--- src/rtl/core/rtp_seq_extend_jitter_top_defines.svh ---
// ----------------------------------------------------------------------------
// RTP sequence extension and jitter block: assertion macros
// Assertion wrappers that compile to nothing in synthesis builds.
// ----------------------------------------------------------------------------
`ifndef RTP_SEQ_EXTEND_JITTER_TOP_DEFINES_SVH
`define RTP_SEQ_EXTEND_JITTER_TOP_DEFINES_SVH

`ifndef SYNTHESIS
`define RSJ_ASSERT(label, prop, msg) \
  label: assert property (@(posedge clk) disable iff (rst) prop) else $error(msg);
`define RSJ_ASSERT_ALWAYS(label, prop, msg) \
  label: assert property (@(posedge clk) prop) else $error(msg);
`else
`define RSJ_ASSERT(label, prop, msg)
`define RSJ_ASSERT_ALWAYS(label, prop, msg)
`endif

`endif

--- src/rtl/core/rsj_pkg.sv ---
// ----------------------------------------------------------------------------
// RTP sequence extension and jitter package
// Widths, constants and the pipeline stage type shared by the block.
// ----------------------------------------------------------------------------
package rsj_pkg;

  localparam int SEQ_W      = 16;
  localparam int WORD_W     = 32;
  localparam int PROD_W     = 64;
  localparam int ACC_W      = 40;
  localparam int ABS_W      = 51;
  localparam int SDATA_W    = 80;
  localparam int MDATA_W    = 128;
  localparam int MUSER_W    = 2;
  localparam int CFG_ADDR_W = 3;
  localparam int CFG_DATA_W = 32;

  localparam logic [WORD_W-1:0] CYCLE_STEP    = 32'h0001_0000;
  localparam logic [WORD_W-1:0] TS_WRAP_LIMIT = 32'h1000_0000;
  localparam logic [ABS_W-1:0]  T1_LIMIT      = 51'h2_0000_0000_0000;
  localparam logic [ACC_W-1:0]  ACC_MAX       = 40'hFF_FFFF_FFFF;
  localparam logic [WORD_W-1:0] COUNT_MAX     = 32'hFFFF_FFFF;

  // Register index bit of the byte address; index 0 holds the rate.
  localparam int          CFG_INDEX_BIT = 2;
  localparam logic        CFG_IDX_RATE  = 1'b0;

  typedef struct packed {
    logic [WORD_W-1:0] ext_seq;
    logic [WORD_W-1:0] high_seq;
    logic [WORD_W-1:0] pkt_count;
    logic              first;
    logic              sub;
    logic              ts_neg;
    logic [WORD_W-1:0] ts_mag;
    logic [PROD_W-1:0] prod;
  } stage_t;

endpackage

--- src/rtl/core/rtp_seq_extend_jitter_top.sv ---
// ----------------------------------------------------------------------------
// RTP sequence extension and interarrival jitter
// Each item is registered in stage one and then in the output register; one
// item per cycle while the result sink is ready.
// Stage one extends the sequence number and multiplies the arrival spacing by
// the rate; stage two updates the jitter accumulator, which feeds back on itself.
// Synchronous reset clears all statistics and sets the rate register to zero.
// ----------------------------------------------------------------------------
`include "rtp_seq_extend_jitter_top_defines.svh"

module rtp_seq_extend_jitter_top #(
  parameter int JITTER_FRAC_BITS = 8
) (
  input  logic                             clk,
  input  logic                             rst,
  // tdata: seq_number[15:0], media_timestamp[47:16], arrival_ticks[79:48]
  input  logic                             s_axis_tvalid,
  output logic                             s_axis_tready,
  input  logic [rsj_pkg::SDATA_W-1:0]      s_axis_tdata,
  // tuser: subflow_select
  input  logic                             s_axis_tuser,
  output logic                             m_axis_tvalid,
  input  logic                             m_axis_tready,
  // tdata: extended_seq[31:0], highest_ext_seq[63:32], jitter_units[95:64],
  //        packet_count[127:96]
  output logic [rsj_pkg::MDATA_W-1:0]      m_axis_tdata,
  // tuser: first_packet[0], subflow_tag[1]
  output logic [rsj_pkg::MUSER_W-1:0]      m_axis_tuser,
  input  logic                             psel,
  input  logic                             penable,
  input  logic                             pwrite,
  input  logic [rsj_pkg::CFG_ADDR_W-1:0]   paddr,
  input  logic [rsj_pkg::CFG_DATA_W-1:0]   pwdata,
  output logic [rsj_pkg::CFG_DATA_W-1:0]   prdata,
  output logic                             pready
);

  import rsj_pkg::*;

  localparam int SHIFT = 16 - JITTER_FRAC_BITS;

  logic [WORD_W-1:0] time_to_ts_rate;
  logic              seen_any;
  logic [WORD_W-1:0] high_ext_seq;
  logic [WORD_W-1:0] wrap_cycles;
  logic [WORD_W-1:0] prev_arrival;
  logic [WORD_W-1:0] prev_media_ts;
  logic [ACC_W-1:0]  jitter_acc;
  logic [WORD_W-1:0] pkt_total;

  logic              s1_valid;
  stage_t            s1;
  logic              out_valid;
  logic [MDATA_W-1:0] out_data;
  logic [MUSER_W-1:0] out_user;

  logic in_acc;
  logic adv;
  logic cfg_wr;

  // Stage one signals.
  logic [SEQ_W-1:0]  seq;
  logic [WORD_W-1:0] ts;
  logic [WORD_W-1:0] arrival;
  logic [SEQ_W-1:0]  top16;
  logic [SEQ_W-1:0]  fwd;
  logic [SEQ_W-1:0]  bwd;
  logic [WORD_W-1:0] ext_seq;
  logic [WORD_W-1:0] high_ext_seq_next;
  logic [WORD_W-1:0] wrap_cycles_next;
  logic [WORD_W-1:0] pkt_total_next;
  logic [WORD_W-1:0] ts_diff;
  logic [WORD_W-1:0] ts_back;
  logic              ts_neg;
  logic [WORD_W-1:0] ts_mag;
  stage_t            s1_next;

  // Stage two signals.
  logic [PROD_W-1:0] t1;
  logic [ABS_W-1:0]  t1c;
  logic [ABS_W-1:0]  t2;
  logic [ABS_W-1:0]  t_sum;
  logic [ABS_W-1:0]  t_diff;
  logic [ABS_W-1:0]  absd_raw;
  logic [ACC_W-1:0]  absd;
  logic [ACC_W-1:0]  acc_up;
  logic [ACC_W:0]    down_round;
  logic [ACC_W-1:0]  acc_down;
  logic [ACC_W-1:0]  jitter_acc_next;
  logic [ACC_W-1:0]  ju_wide;
  logic [WORD_W-1:0] jitter_units;

  assign adv           = !out_valid || m_axis_tready;
  assign s_axis_tready = adv || !s1_valid;
  assign in_acc        = s_axis_tvalid && s_axis_tready;

  assign pready = 1'b1;
  assign cfg_wr = psel && penable && pwrite && pready && (paddr[CFG_INDEX_BIT] == CFG_IDX_RATE);
  assign prdata = (paddr[CFG_INDEX_BIT] == CFG_IDX_RATE) ? time_to_ts_rate : '0;

  assign seq     = s_axis_tdata[15:0];
  assign ts      = s_axis_tdata[47:16];
  assign arrival = s_axis_tdata[79:48];

  always_comb begin
    top16             = high_ext_seq[SEQ_W-1:0];
    fwd               = seq - top16;
    bwd               = top16 - seq;
    wrap_cycles_next  = wrap_cycles;
    high_ext_seq_next = high_ext_seq;
    if (!seen_any) begin
      if (seq == '0) begin
        wrap_cycles_next  = CYCLE_STEP;
        high_ext_seq_next = CYCLE_STEP;
      end else begin
        high_ext_seq_next = {{(WORD_W-SEQ_W){1'b0}}, seq};
      end
      ext_seq = high_ext_seq_next;
    end else if (seq >= top16) begin
      ext_seq           = wrap_cycles + {{(WORD_W-SEQ_W){1'b0}}, seq};
      high_ext_seq_next = ext_seq;
    end else if (fwd < bwd) begin
      wrap_cycles_next  = wrap_cycles + CYCLE_STEP;
      ext_seq           = wrap_cycles_next + {{(WORD_W-SEQ_W){1'b0}}, seq};
      high_ext_seq_next = ext_seq;
    end else begin
      ext_seq = wrap_cycles + {{(WORD_W-SEQ_W){1'b0}}, seq};
    end
    pkt_total_next = (pkt_total == COUNT_MAX) ? pkt_total : pkt_total + 1'b1;
  end

  always_comb begin
    ts_diff = ts - prev_media_ts;
    ts_back = prev_media_ts - ts;
    if (ts == prev_media_ts) begin
      ts_neg = 1'b0;
      ts_mag = '0;
    end else if (ts > prev_media_ts) begin
      ts_neg = !(ts_diff < TS_WRAP_LIMIT);
      ts_mag = ts_neg ? ts_back : ts_diff;
    end else begin
      ts_neg = ts_back < TS_WRAP_LIMIT;
      ts_mag = ts_neg ? ts_back : ts_diff;
    end
  end

  always_comb begin
    s1_next.ext_seq   = ext_seq;
    s1_next.high_seq  = high_ext_seq_next;
    s1_next.pkt_count = pkt_total_next;
    s1_next.first     = !seen_any;
    s1_next.sub       = s_axis_tuser;
    s1_next.ts_neg    = ts_neg;
    s1_next.ts_mag    = ts_mag;
    s1_next.prod      = {{(PROD_W-WORD_W){1'b0}}, arrival - prev_arrival}
                      * {{(PROD_W-WORD_W){1'b0}}, time_to_ts_rate};
  end

  // A spacing above the limit saturates the absolute difference either way.
  always_comb begin
    t1        = s1.prod >> SHIFT;
    t1c       = (t1 >= PROD_W'(T1_LIMIT)) ? T1_LIMIT : t1[ABS_W-1:0];
    t2        = ABS_W'(s1.ts_mag) << JITTER_FRAC_BITS;
    t_sum     = t1c + t2;
    t_diff    = (t1c >= t2) ? (t1c - t2) : (t2 - t1c);
    absd_raw  = s1.ts_neg ? t_sum : t_diff;
    absd      = (absd_raw > ABS_W'(ACC_MAX)) ? ACC_MAX : absd_raw[ACC_W-1:0];
    acc_up    = jitter_acc + ((absd - jitter_acc) >> 4);
    down_round = {1'b0, jitter_acc - absd} + (ACC_W+1)'(15);
    acc_down  = jitter_acc - down_round[ACC_W:4];
    if (s1.first) begin
      jitter_acc_next = jitter_acc;
    end else if (time_to_ts_rate == '0) begin
      jitter_acc_next = '0;
    end else if (absd >= jitter_acc) begin
      jitter_acc_next = acc_up;
    end else begin
      jitter_acc_next = acc_down;
    end
    ju_wide      = jitter_acc_next >> JITTER_FRAC_BITS;
    jitter_units = (|ju_wide[ACC_W-1:WORD_W]) ? COUNT_MAX : ju_wide[WORD_W-1:0];
  end

  always_ff @(posedge clk) begin
    if (rst) begin
      time_to_ts_rate <= '0;
      seen_any        <= 1'b0;
      high_ext_seq    <= '0;
      wrap_cycles     <= '0;
      prev_arrival    <= '0;
      prev_media_ts   <= '0;
      jitter_acc      <= '0;
      pkt_total       <= '0;
      s1_valid        <= 1'b0;
      out_valid       <= 1'b0;
    end else begin
      if (cfg_wr) begin
        time_to_ts_rate <= pwdata;
      end
      if (in_acc) begin
        seen_any      <= 1'b1;
        high_ext_seq  <= high_ext_seq_next;
        wrap_cycles   <= wrap_cycles_next;
        prev_arrival  <= arrival;
        prev_media_ts <= ts;
        pkt_total     <= pkt_total_next;
      end
      if (adv && s1_valid) begin
        jitter_acc <= jitter_acc_next;
      end
      if (adv) begin
        out_valid <= s1_valid;
      end
      if (in_acc) begin
        s1_valid <= 1'b1;
      end else if (adv) begin
        s1_valid <= 1'b0;
      end
    end
  end

  always_ff @(posedge clk) begin
    if (in_acc) begin
      s1 <= s1_next;
    end
    if (adv && s1_valid) begin
      out_data <= {s1.pkt_count, jitter_units, s1.high_seq, s1.ext_seq};
      out_user <= {s1.sub, s1.first};
    end
  end

  assign m_axis_tvalid = out_valid;
  assign m_axis_tdata  = out_data;
  assign m_axis_tuser  = out_user;

  `RSJ_ASSERT(a_count_tracks_seen, seen_any == (pkt_total != '0), "count and seen flag disagree")
  `RSJ_ASSERT(a_first_result, m_axis_tvalid && m_axis_tuser[0] |-> m_axis_tdata[127:96] == 32'd1 && m_axis_tdata[31:0] == m_axis_tdata[63:32], "first result inconsistent")
  `RSJ_ASSERT(a_rate_zero_clears, adv && s1_valid && !s1.first && time_to_ts_rate == '0 |=> jitter_acc == '0, "jitter not cleared at zero rate")
  `RSJ_ASSERT(a_stall_blocks_input, s1_valid && !adv |-> !s_axis_tready, "input taken while pipeline full")

endmodule

--- config.mk ---
export PLATFORM = sky130hd
export DESIGN_NAME = rtp_seq_extend_jitter_top
export DESIGN_NICKNAME = d
export VERILOG_FILES = /design/src/rtl/core/rsj_pkg.sv /design/src/rtl/core/rtp_seq_extend_jitter_top.sv
export VERILOG_INCLUDE_DIRS = /design/src /design/src/rtl/core
export SDC_FILE = /design/constraint.sdc
export NUM_CORES = 2
export LEC_CHECK = 0
export BUFFER_PORTS_ARGS = -buffer_cell sky130_fd_sc_hd__buf_2
export CAP_MARGIN = 30
export CORE_MARGIN = 2
export CORE_UTILIZATION = 55
export DETAILED_ROUTE_END_ITERATION = 7
export GPL_ROUTABILITY_DRIVEN = 1
export PLACE_DENSITY = 0.76
export SLEW_MARGIN = 25
export SYNTH_ARGS = -nofsm -noshare
export SYNTH_HDL_FRONTEND = slang
export SYNTH_SLANG_ARGS = --single-unit
--- constraint.sdc ---
create_clock -name clk -period 18.4 [get_ports clk]
set_clock_uncertainty 0.2 [all_clocks]
set_input_delay 4.6 -clock clk [delete_from_list [all_inputs] [get_ports clk]]
set_output_delay 4.6 -clock clk [all_outputs]
set_load 0.1 [all_outputs]
==> flow_summary.toml <==
[global_routing]
grt_pass1_wl_um = 344500
grt_pass1_vias = 62690
grt_overflow = 0
grt_max_degree = 130
grt_usage = 0.3162
antenna_found_initial = 10

[synthesis]
ys_seq_area_frac = 0.1874
async_flop_share = 0
synth_nets = 10450
synth.avg_cell_area_um2 = 8.442
synth_area_mm2 = 0.07421
yosys_warnings = 0
syn_inst = 8790
synth_ff_type = "edfxtp_1"
ys_ff_latch = 536
synth_cell_types = 107
synth_edf_count = 317

[timing]
period_needed_ns = 16.85
finalCritPeriodShare = 0.9159
worstMarginPinSlew_ns = 1.026
fmax_ghz = 0.05934
tns_ns = 0
rsz0062_at_grt = "no"
setup_violations = 0
relSlewSlack = 0.3153
slew_viol_final = 0
final_hold_viol_count = 0

[final_layout]
fin_cells = 10570
postLayoutCellArea_mm2 = 0.07910
finish.utilization = 0.5919
drive_above_1_share = 0.07104
multiInputGateArea_mm2 = 0.05366
layout.nets = 10400
fillCellCount = 11730
register_area_mm2 = 0.01391
syn_to_final_growth_pct = 6.591

[die]
die_y_um = 371.3
start_util = 0.5553
design.core.area_mm2 = 0.1336
io_pins = 288
rows = 134
fp.dieW_um = 371.3
die-area_mm2 = 0.1379

[place]
post_dp_cell_area_mm2 = 0.07703
hpwl_um = 167600
io_buffers = 284
place_inst = 10450
gp_congestion = 0.9889

[critical_path]
crit_fanout = 13
cp_slowest_cell = "fa_1"
required_ns = 18.62
rrSetupSlack_ns = 2.67
timing.rr.start = "s1[60]$_DFFE_PP_"
cpMostUsedCell = "fa_1"
worstReg2RegEnd = "m_axis_tdata[94]$_DFFE_PP_"
crit_type = "input port to register"
cp.arrival_ns = 17.07
reg2reg_depth = 52
slowest_delay_ns = 0.58
endpoint_kind = "register"
start_kind = "input port"

[status]
violations = "design-rule violations"
status = "finished with violations"

[clocking]
cts_max_path_buffers = 3
cts_made_buffers = 59
hold_buffers = 0
cts_sinks = 536
tritoncts = "yes"
cts.clk_slew.worst_paths_ns = 0.06
htreeDepth = 2
cts_setup_buffers = 0
cts_resized = 0
ctsRootBufferMaster = "clkbuf_16"
clock_latency_ns = 0.70

[routing]
drt_wl_total_um = 218600
num_vias = 62160
route.detailed.wl_per_inst_um = 20.68
drt_iter0_markers = 5925
drc = 6
drtPass1Iterations = 8
avgViaCountPerCell = 5.881
ant_nets = 0

[power_and_ir_drop]
powerDensity_mw_per_mm2 = 64.45
p_leak_uw = 0.03609
ir_drop_uv = 76.04

[job]
max_cap_violations = 0

[min_path]
hold_end = "m_axis_tdata[45]$_DFFE_PP_"
holdPathStages = 0
hold_path.class = "register to register"
worstHoldStart = "s1[144]$_DFFE_PP_"
## layout make-up
class	count	share of cell area
antenna	4	0.0001265
clock buffer	74	0.02015
clock inverter	38	0.005805
inverter	1320	0.06280
multi-input combinational	6433	0.6784
sequential	536	0.1759
tap	1768	0.02797
timing repair buffer	397	0.02881
## flip-flops by register name, indices dropped and copies added (netlist names)
name and count:
high_ext_seq 32, jitter_acc 40, m_axis_tdata 128, m_axis_tuser 2, m_axis_tvalid 1, pkt_total 32
prev_arrival 32, prev_media_ts 32, s1 187, s1_valid 1, seen_any 1, time_to_ts_rate 32
wrap_cycles 16
## layout by cell type, fill, tap and decap left out, types with 17 or more instances in the layout
master,instances
nand2_1,1341
inv_1,1315
fa_1,902
ha_1,629
a21oi_1,511
nor2_1,503
o21ai_0,318
edfxtp_1,317
and2_1,309
buf_2,284
dfxtp_1,211
xnor2_1,205
a21o_1,188
nand3_1,126
nor3_1,115
buf_4,109
xor2_1,107
nor2b_1,100
o21bai_1,71
o21a_1,61
nand4_1,60
clkbuf_16,60
mux2i_1,59
nand2b_1,56
and3_1,54
a211oi_1,46
or3_1,45
nor4_1,41
a31oi_1,40
a22o_1,38
o31ai_1,36
a22oi_1,31
o211ai_1,28
xnor2_2,20
or2_2,19
a21boi_0,17
## cells by family after synthesis
group                      Yosys count  share of synthesized area
and+or+nand+nor                   2880                     0.1803
buffers and inverters             1821                    0.09290
AOI/OAI and AO/OA                 1612                     0.1403
adders and majority gates         1532                     0.3496
DFF                                536                     0.1874
xor gates and xnor gates           338                    0.03989
muxes                               70                   0.009628
other                                1                 0.00005053
## power by group
group | switching, uW | internal [uW] | total [uW]
clock network | 541 | 710 | 1250
logic | 1590 | 777 | 2360
registers | 83.9 | 1400 | 1480
total | 2210 | 2890 | 5100
## synthesized netlist by cell type (56+ instances only)
cell type	count	area (um2)
a21o_1	188	1411
a21oi_1	513	2567
and2_1	309	1933
clkbuf_1	455	1708
dfxtp_1	219	4384
edfxtp_1	317	9519
fa_1	902	18060
ha_1	630	7883
inv_1	1316	4940
mux2i_1	59	590.6
nand2_1	1342	5037
nand2b_1	56	350.3
nand3_1	126	630.6
nand4_1	60	375.4
nor2_1	507	1903
nor2b_1	100	625.6
nor3_1	116	580.6
o21a_1	61	457.9
o21ai_0	318	1592
o21bai_1	71	533.0
xnor2_1	225	1971
xor2_1	113	989.7
## per-stage QoR
step           hold slack, ns  total power (uW)  setup slack [ns]
6_report               0.2109              5098             1.547
5_1_grt                0.2176              5390            0.9094
4_1_cts                0.2056              5079             1.743
3_5_place_dp           0.2045              3813             1.078
3_3_place_gp           0.2004              3763             1.210
2_1_floorplan          0.2003              3115             3.029
## routing by layer
layer / wire length, um / global-route usage / up-vias
li1: - / - / 28470
met1: 88970 / 0.4177 / 30440
met2: 101000 / 0.5206 / 2741
met3: 19180 / 0.05295 / 502
met4: 9345 / 0.1202 / 4
met5: 25 / 0 / -
## how the worst max path moves through the flow
stage                                start          endpoint  slack [ns]  depth (start not counted)
after floorplan           s_axis_tdata[48]  s1[63]$_DFFE_PP_        3.03                         48
after global placement    s_axis_tdata[48]  s1[63]$_DFFE_PP_        1.21                         48
after detailed placement  s_axis_tdata[48]  s1[56]$_DFFE_PP_        1.08                         48
after CTS                 s_axis_tdata[48]  s1[56]$_DFFE_PP_        1.74                         48
after global routing      s_axis_tdata[48]  s1[56]$_DFFE_PP_        0.91                         48
final                     s_axis_tdata[48]  s1[56]$_DFFE_PP_        1.55                         48
## critical path, delay by kind of cell
| kind | cells | cell delay [ns] |
|---|---|---|
| xor gates and xnor gates | 2 | 0.46 |
| buffers and inverters | 10 | 1.05 |
| adders and majority gates | 11 | 5.08 |
| and+or+nand+nor | 5 | 1.06 |
| AOI/OAI and AO/OA | 20 | 4.80 |
Note: power is estimated with default switching activity, not from simulation.
